$ cat config.mk
export PLATFORM = sky130hd
export DESIGN_NAME = gamepad_report_delta_events_unit
export DESIGN_NICKNAME = d
export VERILOG_FILES = /design/src/rtl/core/grde_pkg.sv /design/src/rtl/core/grde_front.sv /design/src/rtl/core/grde_queue.sv /design/src/rtl/core/grde_back.sv /design/src/rtl/core/gamepad_report_delta_events_unit.sv
export VERILOG_INCLUDE_DIRS = /design/src /design/src/rtl/core
export SDC_FILE = /design/constraint.sdc
export NUM_CORES = 2
export LEC_CHECK = 0
export BUFFER_PORTS_ARGS = -buffer_cell sky130_fd_sc_hd__buf_2
export CAP_MARGIN = 40
export CORE_ASPECT_RATIO = 1.5
export CORE_UTILIZATION = 50
export CTS_BUF_LIST = sky130_fd_sc_hd__clkbuf_4 sky130_fd_sc_hd__clkbuf_8 sky130_fd_sc_hd__clkbuf_16
export DETAILED_ROUTE_END_ITERATION = 12
export GPL_TIMING_DRIVEN = 0
export PLACE_DENSITY = 0.66
export SYNTH_ARGS = -nofsm -noshare
export SYNTH_HDL_FRONTEND = slang
export SYNTH_SLANG_ARGS = --single-unit
export TNS_END_PERCENT = 20
$ cat constraint.sdc
create_clock -name clk -period 18.6 [get_ports clk]
set_input_delay 0 -clock clk [delete_from_list [all_inputs] [get_ports clk]]
set_output_delay 0 -clock clk [all_outputs]
set_load 0.01 [all_outputs]
$ cat src/rtl/core/gamepad_report_delta_events_unit_macros.svh
// Assertion macros for the gamepad report delta events unit.
// Each macro expects clk and rst in the scope where it is used.
`ifndef GAMEPAD_REPORT_DELTA_EVENTS_UNIT_MACROS_SVH
`define GAMEPAD_REPORT_DELTA_EVENTS_UNIT_MACROS_SVH
`ifndef SYNTHESIS
`define GRDE_ASSERT_IMPLY(label, ante, cons, msg) \
  label: assert property (@(posedge clk) disable iff (rst) (ante) |-> (cons)) else $error(msg);
`define GRDE_ASSERT_NEVER(label, cond, msg) \
  label: assert property (@(posedge clk) disable iff (rst) !(cond)) else $error(msg);
`else
`define GRDE_ASSERT_IMPLY(label, ante, cons, msg)
`define GRDE_ASSERT_NEVER(label, cond, msg)
`endif
`endif

$ cat src/rtl/core/grde_pkg.sv
// Shared types, constants and helper functions of the gamepad report delta events unit.
// No dependencies.
package grde_pkg;

  localparam int DEVICE_SLOTS_DEF = 8;
  localparam int QUEUE_DEPTH      = 2;
  localparam int EVENT_SLOTS      = 32;
  localparam int BUTTON_COUNT     = 24;
  localparam int AXIS_COUNT       = 8;

  localparam logic [7:0]  GOOD_LENGTH = 8'h40;
  localparam logic [15:0] GOOD_STATUS = 16'h013c;
  localparam int TOUCH_POS = 3;
  localparam int GUARD_POS = 6;
  localparam int MUTED_POS = 1;

  typedef enum logic [1:0] {
    KIND_DOWN = 2'd0,
    KIND_UP   = 2'd1,
    KIND_AXIS = 2'd2
  } ev_kind_t;

  typedef struct packed {
    logic signed [15:0] right_y;
    logic signed [15:0] right_x;
    logic signed [15:0] left_y;
    logic signed [15:0] left_x;
    logic [7:0]         trig_r;
    logic [7:0]         trig_l;
    logic [23:0]        button_bits;
    logic [15:0]        status_word;
    logic [7:0]         report_length;
    logic [2:0]         device_slot;
  } report_t;

  typedef struct packed {
    logic [63:0] axes;
    logic [15:0] triggers;
    logic [23:0] buttons;
  } slot_state_t;

  typedef struct packed {
    logic [AXIS_COUNT-1:0][15:0] values;
    logic [EVENT_SLOTS-1:0]      mask;
    logic [23:0]                 buttons;
    logic [2:0]                  slot;
  } job_t;

  typedef struct packed {
    logic [15:0] value;
    logic [4:0]  index;
    ev_kind_t    kind;
    logic [2:0]  device;
    logic        last;
  } event_t;

  // t*32767/255 as 128*t + floor(127*t/255)
  function automatic logic [15:0] scale_trigger(input logic [7:0] t);
    logic [14:0] y;
    logic [6:0]  q0;
    logic [8:0]  r;
    logic [6:0]  q;
    y  = 15'(t) * 15'd127;
    q0 = y[14:8];
    r  = {1'b0, y[7:0]} + {2'b00, q0};
    q  = q0 + ((r >= 9'd255) ? 7'd1 : 7'd0);
    return {1'b0, t, 7'b0} + {9'b0, q};
  endfunction

  function automatic logic [15:0] negate16(input logic [15:0] raw);
    if (raw == 16'h8000) begin
      return 16'h7fff;
    end
    return 16'h0000 - raw;
  endfunction

endpackage

$ cat src/rtl/core/grde_front.sv
// Front end: checks reports, keeps per-slot previous reports, builds event jobs.
// Depends on grde_pkg.
module grde_front #(
  parameter int DEVICE_SLOTS = grde_pkg::DEVICE_SLOTS_DEF
) (
  input  logic              clk,
  input  logic              rst,
  input  logic              in_valid,
  output logic              in_ready,
  input  grde_pkg::report_t in_report,
  output logic              push_valid,
  input  logic              push_ready,
  output grde_pkg::job_t    push_job
);
  import grde_pkg::*;

  localparam int SLOT_W = (DEVICE_SLOTS > 1) ? $clog2(DEVICE_SLOTS) : 1;
  localparam logic [8:0] SLOT_LIMIT = 9'(DEVICE_SLOTS);

  slot_state_t             mem [DEVICE_SLOTS];
  logic [DEVICE_SLOTS-1:0] filled;

  logic        a_valid;
  report_t     a_rep;
  slot_state_t a_old;

  logic              accept;
  logic              good;
  logic              a_go;
  logic [SLOT_W-1:0] rd_idx;
  logic [SLOT_W-1:0] wr_idx;
  slot_state_t       new_state;
  logic [23:0]       changed;
  logic              touch_now;
  logic              touch_old;
  logic              lx_ch;
  logic              ly_ch;
  logic [15:0]       neg_ly;
  job_t              job;

  assign good = (in_report.report_length == GOOD_LENGTH) &&
                (in_report.status_word == GOOD_STATUS) &&
                ({6'b0, in_report.device_slot} < SLOT_LIMIT);
  assign accept   = in_valid && in_ready;
  assign rd_idx   = SLOT_W'(in_report.device_slot);
  assign wr_idx   = SLOT_W'(a_rep.device_slot);
  assign a_go     = a_valid && ((job.mask == '0) || push_ready);
  assign in_ready = !a_valid || a_go;

  assign new_state.buttons  = a_rep.button_bits;
  assign new_state.triggers = {a_rep.trig_r, a_rep.trig_l};
  assign new_state.axes     = {a_rep.right_y, a_rep.right_x, a_rep.left_y, a_rep.left_x};

  always_comb begin
    changed = a_rep.button_bits ^ a_old.buttons;
    if (changed[GUARD_POS]) begin
      changed[MUTED_POS] = 1'b0;
    end
    touch_now = a_rep.button_bits[TOUCH_POS];
    touch_old = a_old.buttons[TOUCH_POS];
    lx_ch     = a_rep.left_x != a_old.axes[15:0];
    ly_ch     = a_rep.left_y != a_old.axes[31:16];
    neg_ly    = negate16(a_rep.left_y);

    job.slot    = a_rep.device_slot;
    job.buttons = a_rep.button_bits;
    for (int k = 0; k < BUTTON_COUNT; k++) begin
      job.mask[k] = changed[BUTTON_COUNT-1-k];
    end
    job.mask[BUTTON_COUNT+0] = a_rep.trig_l != a_old.triggers[7:0];
    job.mask[BUTTON_COUNT+1] = a_rep.trig_r != a_old.triggers[15:8];
    job.mask[BUTTON_COUNT+2] = (touch_now || touch_old) && lx_ch;
    job.mask[BUTTON_COUNT+3] = (touch_now || touch_old) && ly_ch;
    job.mask[BUTTON_COUNT+4] = a_rep.right_x != a_old.axes[47:32];
    job.mask[BUTTON_COUNT+5] = a_rep.right_y != a_old.axes[63:48];
    job.mask[BUTTON_COUNT+6] = touch_now ? !touch_old : lx_ch;
    job.mask[BUTTON_COUNT+7] = touch_now ? !touch_old : ly_ch;

    job.values[0] = scale_trigger(a_rep.trig_l);
    job.values[1] = scale_trigger(a_rep.trig_r);
    job.values[2] = a_rep.left_x;
    job.values[3] = neg_ly;
    job.values[4] = a_rep.right_x;
    job.values[5] = negate16(a_rep.right_y);
    job.values[6] = touch_now ? 16'h0000 : a_rep.left_x;
    job.values[7] = touch_now ? 16'h0000 : neg_ly;
  end

  assign push_valid = a_valid && (job.mask != '0);
  assign push_job   = job;

  always_ff @(posedge clk) begin
    if (rst) begin
      a_valid <= 1'b0;
      filled  <= '0;
    end else begin
      if (accept && good) begin
        a_valid <= 1'b1;
      end else if (a_go) begin
        a_valid <= 1'b0;
      end
      if (a_go) begin
        filled[wr_idx] <= 1'b1;
      end
    end
  end

  // forward the state being written when the same slot is read back to back
  always_ff @(posedge clk) begin
    if (a_go) begin
      mem[wr_idx] <= new_state;
    end
    if (accept && good) begin
      a_rep <= in_report;
      if (a_go && (rd_idx == wr_idx)) begin
        a_old <= new_state;
      end else if (filled[rd_idx]) begin
        a_old <= mem[rd_idx];
      end else begin
        a_old <= '0;
      end
    end
  end

endmodule

$ cat src/rtl/core/grde_queue.sv
// Short job queue between the front and back ends.
// Depends on grde_pkg.
module grde_queue (
  input  logic           clk,
  input  logic           rst,
  input  logic           push_valid,
  output logic           push_ready,
  input  grde_pkg::job_t push_job,
  output logic           pop_valid,
  input  logic           pop_ready,
  output grde_pkg::job_t pop_job
);
  import grde_pkg::*;

  localparam int PTR_W = (QUEUE_DEPTH > 1) ? $clog2(QUEUE_DEPTH) : 1;
  localparam int CNT_W = $clog2(QUEUE_DEPTH + 1);
  localparam logic [PTR_W-1:0] LAST_PTR = PTR_W'(QUEUE_DEPTH - 1);
  localparam logic [CNT_W-1:0] FULL_CNT = CNT_W'(QUEUE_DEPTH);

  job_t             slots [QUEUE_DEPTH];
  logic [PTR_W-1:0] wr_ptr;
  logic [PTR_W-1:0] rd_ptr;
  logic [CNT_W-1:0] count;
  logic             do_push;
  logic             do_pop;

  assign push_ready = count != FULL_CNT;
  assign pop_valid  = count != '0;
  assign pop_job    = slots[rd_ptr];
  assign do_push    = push_valid && push_ready;
  assign do_pop     = pop_valid && pop_ready;

  always_ff @(posedge clk) begin
    if (rst) begin
      wr_ptr <= '0;
      rd_ptr <= '0;
      count  <= '0;
    end else begin
      if (do_push) begin
        wr_ptr <= (wr_ptr == LAST_PTR) ? '0 : wr_ptr + 1'b1;
      end
      if (do_pop) begin
        rd_ptr <= (rd_ptr == LAST_PTR) ? '0 : rd_ptr + 1'b1;
      end
      if (do_push && !do_pop) begin
        count <= count + 1'b1;
      end else if (do_pop && !do_push) begin
        count <= count - 1'b1;
      end
    end
  end

  always_ff @(posedge clk) begin
    if (do_push) begin
      slots[wr_ptr] <= push_job;
    end
  end

endmodule

$ cat src/rtl/core/grde_back.sv
// Back end: walks a job's event mask and issues one event per cycle, unless stalled, into the output register.
// Depends on grde_pkg and the assertion macro header.
`include "gamepad_report_delta_events_unit_macros.svh"
module grde_back (
  input  logic               clk,
  input  logic               rst,
  input  logic               pop_valid,
  output logic               pop_ready,
  input  grde_pkg::job_t     pop_job,
  output logic               out_valid,
  input  logic               out_ready,
  output grde_pkg::event_t   out_event
);
  import grde_pkg::*;

  logic                   busy;
  logic [EVENT_SLOTS-1:0] mask;
  job_t                   job;
  event_t                 o_event;
  logic                   o_valid;

  logic [4:0]             sel;
  logic [EVENT_SLOTS-1:0] mask_next;
  logic                   last;
  logic                   adv;
  logic                   emit;
  event_t                 ev;

  always_comb begin
    sel = '0;
    for (int i = EVENT_SLOTS - 1; i >= 0; i--) begin
      if (mask[i]) begin
        sel = 5'(i);
      end
    end
    mask_next      = mask & ~(EVENT_SLOTS'(1) << sel);
    last           = mask_next == '0;
    ev.device      = job.slot;
    ev.last        = last;
    if (sel < 5'(BUTTON_COUNT)) begin
      ev.kind  = job.buttons[5'(BUTTON_COUNT - 1) - sel] ? KIND_DOWN : KIND_UP;
      ev.index = sel;
      ev.value = '0;
    end else begin
      ev.kind  = KIND_AXIS;
      ev.index = sel - 5'(BUTTON_COUNT);
      ev.value = job.values[sel[2:0]];
    end
  end

  assign adv       = !o_valid || out_ready;
  assign emit      = adv && busy;
  assign pop_ready = !busy || (emit && last);
  assign out_valid = o_valid;
  assign out_event = o_event;

  always_ff @(posedge clk) begin
    if (rst) begin
      busy    <= 1'b0;
      o_valid <= 1'b0;
    end else begin
      if (adv) begin
        o_valid <= busy;
      end
      if (pop_valid && pop_ready) begin
        busy <= 1'b1;
      end else if (emit && last) begin
        busy <= 1'b0;
      end
    end
  end

  always_ff @(posedge clk) begin
    if (pop_valid && pop_ready) begin
      job  <= pop_job;
      mask <= pop_job.mask;
    end else if (emit) begin
      mask <= mask_next;
    end
    if (emit) begin
      o_event <= ev;
    end
  end

  `GRDE_ASSERT_NEVER(busy_has_work, busy && (mask == '0), "active job with empty event mask")
  `GRDE_ASSERT_IMPLY(axis_index_range, o_valid && (o_event.kind == KIND_AXIS), o_event.index < 5'(AXIS_COUNT), "axis event index out of range")
  `GRDE_ASSERT_IMPLY(button_value_zero, o_valid && (o_event.kind != KIND_AXIS), o_event.value == '0, "button event with nonzero value")

endmodule

$ cat src/rtl/core/gamepad_report_delta_events_unit.sv
// Top level of the gamepad report delta events unit: stream ports, front end, queue, back end.
// Depends on grde_pkg, grde_front, grde_queue and grde_back.
//
//   port group  dir  payload
//   s_*         in   report: tdata only
//   m_*         out  event: tdata, tuser = kind, tlast = last event of a report
//
// A report is taken every cycle while the job queue has room; bad reports are dropped on entry.
// Each report is checked on acceptance and compared in the front stage in the cycle after.
// The back end issues one event per cycle unless stalled; a report holds it until its last event.
// A report's first event passes the front stage, a queue slot, the job and output registers.
// Reset clears the per-slot valid bits at once; no clearing pass.
module gamepad_report_delta_events_unit #(
  parameter int DEVICE_SLOTS = grde_pkg::DEVICE_SLOTS_DEF
) (
  input  logic         clk,
  input  logic         rst,
  input  logic         s_tvalid,
  output logic         s_tready,
  // device_slot, report_length, status_word, button_bits, trig_l,
  // trig_r, left_x, left_y, right_x, right_y, zero fill
  input  logic [135:0] s_tdata,
  output logic         m_tvalid,
  input  logic         m_tready,
  // event_device, event_index, event_value
  output logic [23:0]  m_tdata,
  // event_kind
  output logic [1:0]   m_tuser,
  output logic         m_tlast
);
  import grde_pkg::*;

  report_t report;
  logic    push_valid;
  logic    push_ready;
  job_t    push_job;
  logic    pop_valid;
  logic    pop_ready;
  job_t    pop_job;
  event_t  ev;

  assign report.device_slot   = s_tdata[2:0];
  assign report.report_length = s_tdata[10:3];
  assign report.status_word   = s_tdata[26:11];
  assign report.button_bits   = s_tdata[50:27];
  assign report.trig_l        = s_tdata[58:51];
  assign report.trig_r        = s_tdata[66:59];
  assign report.left_x        = s_tdata[82:67];
  assign report.left_y        = s_tdata[98:83];
  assign report.right_x       = s_tdata[114:99];
  assign report.right_y       = s_tdata[130:115];

  grde_front #(
    .DEVICE_SLOTS(DEVICE_SLOTS)
  ) u_front (
    .clk       (clk),
    .rst       (rst),
    .in_valid  (s_tvalid),
    .in_ready  (s_tready),
    .in_report (report),
    .push_valid(push_valid),
    .push_ready(push_ready),
    .push_job  (push_job)
  );

  grde_queue u_queue (
    .clk       (clk),
    .rst       (rst),
    .push_valid(push_valid),
    .push_ready(push_ready),
    .push_job  (push_job),
    .pop_valid (pop_valid),
    .pop_ready (pop_ready),
    .pop_job   (pop_job)
  );

  grde_back u_back (
    .clk      (clk),
    .rst      (rst),
    .pop_valid(pop_valid),
    .pop_ready(pop_ready),
    .pop_job  (pop_job),
    .out_valid(m_tvalid),
    .out_ready(m_tready),
    .out_event(ev)
  );

  assign m_tdata = {ev.value, ev.index, ev.device};
  assign m_tuser = ev.kind;
  assign m_tlast = ev.last;

endmodule

After elaboration in Yosys (flattened, before gate mapping)

Memory sizes are Yosys's and may differ from the RTL's. A register that Yosys moved wholly into a read port is not among the register bits.
Cells that the tools add are included.

Shifts and indexed selects: 1
Mux-type cells: 73
$lt $le $gt $ge: 8
Eq/ne operators: 12
$add $sub $neg: 14
Multiply operators: 2
Bitwise logic cells: 4
Reductions and logical operators: 34

Operators with widths:

| operator                                                                     | number |
|---|---|
| 104-bit two-way mux                                                          | 2 |
| 5-bit two-way mux                                                            | 32 |
| 16-bit two-way mux                                                           | 7 |
| 32-bit logical NOT                                                           | 2 |
| 32-bit two-way mux                                                           | 2 |
| 16-bit != test                                                               | 4 |
| 16-bit binary-select mux with 3-bit select                                   | 1 |
| 15-bit by 7-bit adder with 16-bit output                                     | 2 |
| 32-bit AND                                                                   | 1 |
| 16-bit == test, second input constant                                        | 2 |
| 32-bit NOT                                                                   | 1 |
| 32-bit nonzero test                                                          | 1 |
| 1-bit by 5-bit << shifter with 32-bit output, first input constant           | 1 |
| 1-bit by 16-bit subtractor with 16-bit output, first input constant          | 2 |
| 8-bit by 7-bit multiplier with 15-bit output, second input constant          | 2 |
| 24-bit bitwise XOR                                                           | 1 |
| 1-bit two-way mux                                                            | 23 |
| 8-bit by 7-bit adder with 9-bit output                                       | 2 |
| 9-bit by 8-bit >= comparator with 1-bit output, second input constant        | 2 |
| 16-bit by 9-bit == test with 1-bit output, second input constant             | 1 |
| 8-bit != test                                                                | 2 |
| 1-bit logical AND                                                            | 15 |
| 7-bit adder                                                                  | 2 |
| 3-bit by 4-bit less-than comparator with 1-bit output, second input constant | 3 |
| other kinds (20)                                                             | 35 |

Memory bits (writable): 1,206
Flip-flop bits (word level): 440
Input port bits: 140
Logic and storage cells: 184
Output and inout bits: 29
Memories: 2

Memory list:

| memory        | words | bits a word | read ports | clocked after Yosys merged registers in | wr ports | line             | text |
|---|---|---|---|---|---|---|---|
| u_front.mem   | 8     | 104         | 1          | 0                                       | 1        | grde_front.sv:20 | `slot_state_t mem [DEVICE_SLOTS];` |
| u_queue.slots | 2     | 187         | 1          | 1                                       | 1        | grde_queue.sv:20 | `job_t slots [QUEUE_DEPTH];` |

Longest topological paths before layout

Word-level depth: 42
Mapped depth: 28
Depth with buffers taken out: 28

Cells and area by module

Synthesis repeated with hierarchy kept, for this count alone.

Cells, all modules: 3,925
Area, all modules: 69,736.9 µm²

Modules (own cells, without submodules):

| module     | sequential area each (µm²) | area an instance (µm²) | times used | cells an instance |
|---|---|---|---|---|
| grde_front | 31,500.2                   | 45,668.8               | 1          | 2,532 |
| grde_queue | 11,330.9                   | 14,252.4               | 1          | 606 |
| grde_back  | 6,466.2                    | 9,815.7                | 1          | 787 |

Worst setup path after synthesis

No wires, ideal clock.

Kind: flip-flop to flip-flop
From: register u_front.a_rep, in the netlist u_front.push_job[6]
To: memory u_queue.slots[0][0] (netlist name) (enable)
Buffers on the path: 1
Arrival time: 13,969 ps
Library setup time: 958 ps
Setup slack: 3,674 ps
Required time: 17,642 ps
Clock period less this slack: 14,926 ps
Cell stages (with the launch flop): 10
Cells stage by stage: edfxtp_1 inv_1 clkbuf_1 ha_1 nor4_1 nand4b_1 or4_1 or4_1 nand2_1 nor3_1

RTL lines:

| what                   | line              | text |
|---|---|---|
| from (decl)            | grde_front.sv:24  | `report_t a_rep;` |
| from (signal assigned) | grde_front.sv:114 | `a_rep <= in_report;` |
| to (decl)              | grde_queue.sv:20  |  |

==> results.toml <==
[grt]
overflow = 0
grt_first_pass_wirelength_mm = 235.5
first_global_vias = 36556
antenna_found_initial = 4
grt_max_degree = 89
grt_usage = 0.2394

[placed_design]
dpl.hpwl_mm = 111.0
dpl_cell_area_mm2 = 0.07203
gp_congestion = 0.9360
dp_cells = 5620
numPortBuffers = 163

[floorplan]
placementRows = 164
core-area_mm2 = 0.1330
ios = 169
die_x_um = 300.7
die-area_mm2 = 0.1353
dieHeight_um = 450.0
initial_core_util = 0.5032

[sta]
tightest_slew_ns = 0.9525
finalSetupViolations = 0
max_slew_margin = 0.3650
fin_skew_ns = 0.02833
fmax_mhz = 137.5
period_needed_ns = 7.271
maxSlewViolCount = 0
fin_crit_sh = 0.3909
grt_setup_unrepaired = "no"
hold_violations = 0
hold_ws_ns = 0.09498

[yosys]
synth_compound_area_frac = 0.04099
synth_edf_count = 1625
ys_ff_latch = 1641
ys_async_sr_fraction = 0
synth.largest_area_cell = "edfxtp_1"
synth_common_cells = "edfxtp_1, mux4_2, nand2_1"
synthDistinctLibCells = 75
synthXorXnorAreaFrac = 0.02212
yosysMostFrequentCell = "edfxtp_1"
syn-instance-count = 3572
muxShareOfSynthArea = 0.1226
ys_warn_count = 0
synth-main-ff-cell = "edfxtp_1"
syn-num-nets = 3847
synth-simple-area-share = 0.03327
yosysSeqAreaShare = 0.7341
synth_top_area_share = 0.7293
synth_top_family_by_area = "multiplexers"
synth_area_leaders = "edfxtp_1, mux4_2, mux2_2"
syn_area_mm2 = 0.06691
yosys.area_share.adder = 0.03063
syn_area_per_cell_um2 = 18.73

[final_layout]
stdcell_count = 6117
drive_gt1_frac = 0.2274
design_area_mm2 = 0.07906
fillers = 9858
area_delta_synth_final_pct = 18.15
nets = 4524

[setup_path]
cp.required_ns = 19.13
slowest_delay_ns = 0.86
slowest_stage = "edfxtp_1"
worst_setup_path_start_kind = "register"
worstRegToRegCells = 26
worstPathArrival_ns = 7.81
crit_top_cell = "ha_1"
cp-startpoint = "u_front.a_rep[55]$_DFFE_PP_"
criticalPathCategory = "reg2reg"
worstPathMaxFanout = 16
end_kind = "register"
worstReg2RegStart = "u_front.a_rep[55]$_DFFE_PP_"

[clock_network]
htreeDepth = 4
clockBufferDepth = 3
clk_pin_slew_ns = 0.06
cts_root_buf = "clkbuf_16"
cts_sinks = 1641
clk_latency_ns = 0.79
cts_buffers = 151
ctsResizeCount = 0
cts_setup_buffers = 0
tritoncts = "done"

[pwr]
p_total_mw = 8.745
p_leak_nw = 26.98
ir_drop_v = 0.0001240
power_density_mw_per_mm2 = 110.6

[min_path]
hp-start = "s_tdata[1]"
hold_depth = 2
min_path_type = "in2reg"

[flow_run]
maxCapViolCount = 0

[route]
wl_per_cell_um = 26.08
ant_nets = 0
drt_iter0_drc = 2651
viasPerCell = 5.753
drc = 0
drt_wl_total_mm = 159.5
vias = 35191
dr.pass1.iters = 6

[outcome]
status = "finished clean"
[layer usage]
layer,share of wire,track usage
met4,0.037,0.09153
met1,0.38,0.2951
met3,0.048,0.03287
met5,0,0
met2,0.53,0.4248
[layout by cell type, fill, tap and decap left out, types with 12 or more instances in the layout]
master         synthesis  routed
xor2_1               113     113
nor3_1                27      24
inv_1                100     100
clkinv_2               0      21
o21ai_0               48      48
o31ai_1              113     113
a22o_1                15      15
mux4_2               210     210
buf_1                 26      26
mux2_2               162     162
nor4_1                41      40
dlygate4sd3_1          0     218
fa_1                  48      48
nor2_1                65      59
clkbuf_1             101      99
buf_2                 25     192
clkbuf_4               0      27
a22oi_1               19      19
dfxtp_1               16      16
a221oi_1              17      17
and3_1                12      12
ha_1                  87      87
a21o_1                15      15
nor2b_1               31      29
a21oi_1               43      42
nand2_1              172     172
nand4_1               15      15
buf_12                 1      36
edfxtp_1            1625    1625
buf_4                  4      35
buf_8                  0      19
and2_1                16      15
buf_6                  5      48
clkinv_1               0      39
a221o_1               17      17
clkbuf_16              0     156
mux2i_1              159     159
nand3_1               21      21
xnor2_1               56      56
[final timing paths]
path                                    end  slack [ns]
max          u_queue.slots[0][65]$_DFFE_PP_       11.33
min             u_front.wr_idx[1]$_DFFE_PP_        0.09
max reg2reg  u_queue.slots[0][65]$_DFFE_PP_       11.33
min reg2reg   u_back.out_event[3]$_DFFE_PP_        0.45
[per-stage QoR]
step / setup TNS (ns) / worst slack, ns / utilization
detailed placement: 0 / 11.29 / 0.5417
floorplan: 0 / 3.674 / -
global route: 0 / 10.96 / 0.5945
global placement: -2035.24 / -5.776 / 0.5258
finish: 0 / 11.33 / 0.5946
CTS: 0 / 11.25 / 0.5944
[what timing repair did]
item | in CTS | in global routing
endpoints found under the setup margin | 0 | 0
hold buffers | 218 | 0
endpoints found under the hold margin | 210 | 0
[cells by family after synthesis]
kind of cell             Yosys count
AO/OA/AOI/OAI                    376
AND/OR/NAND/NOR                  451
buffers and inverters            264
multiplexers                     536
flip-flops                      1641
adder cells (fa/ha/maj)          135
XOR/XNOR                         169
[final cells by class]
type / instances / area (µm²) / area share
Antenna cell: 3 / 7.507 / 0.00009496
Buffer: 163 / 719.4 / 0.009100
Clock buffer: 184 / 4120 / 0.05212
Clock inverter: 91 / 708.2 / 0.008958
Inverter: 101 / 381.6 / 0.004827
Multi-Input combinational cell: 1667 / 16800 / 0.2125
Sequential cell: 1641 / 49120 / 0.6213
Tap cell: 1743 / 2181 / 0.02759
Timing Repair Buffer: 524 / 5020 / 0.06350
[flip-flops by register name (all words and copies together) (netlist names), named ones only]
| register | flops |
|---|---|
| u_back.busy | 1 |
| u_back.ev | 3 |
| u_back.job | 150 |
| u_back.mask | 32 |
| u_back.out_event | 27 |
| u_back.out_valid | 1 |
| u_front.a_old | 104 |
| u_front.a_rep | 48 |
| u_front.a_valid | 1 |
| u_front.filled | 8 |
| u_front.mem | 832 |
| u_front.push_job | 56 |
| u_front.wr_idx | 3 |
| u_queue.count | 2 |
| u_queue.rd_ptr | 1 |
| u_queue.slots | 370 |
| u_queue.wr_ptr | 1 |
[power by group]
group          switching [mW]  total (mW)  internal [mW]
logic                   0.764        1.26          0.499
clock network            1.35        3.04           1.68
registers               0.139        4.45           4.31
total                    2.25        8.74           6.49
[critical path: cells and delay by family (launching register included)]
kind                       cells  cell delay (ns)
AOI/OAI and AO/OA              9             1.90
xor gates and xnor gates       2             0.66
adders and majority gates      8             2.92
buffers and inverters          3             0.17
DFF                            1             0.86
and+or+nand+nor                4             0.51
Power figures use the tool's default switching activity.
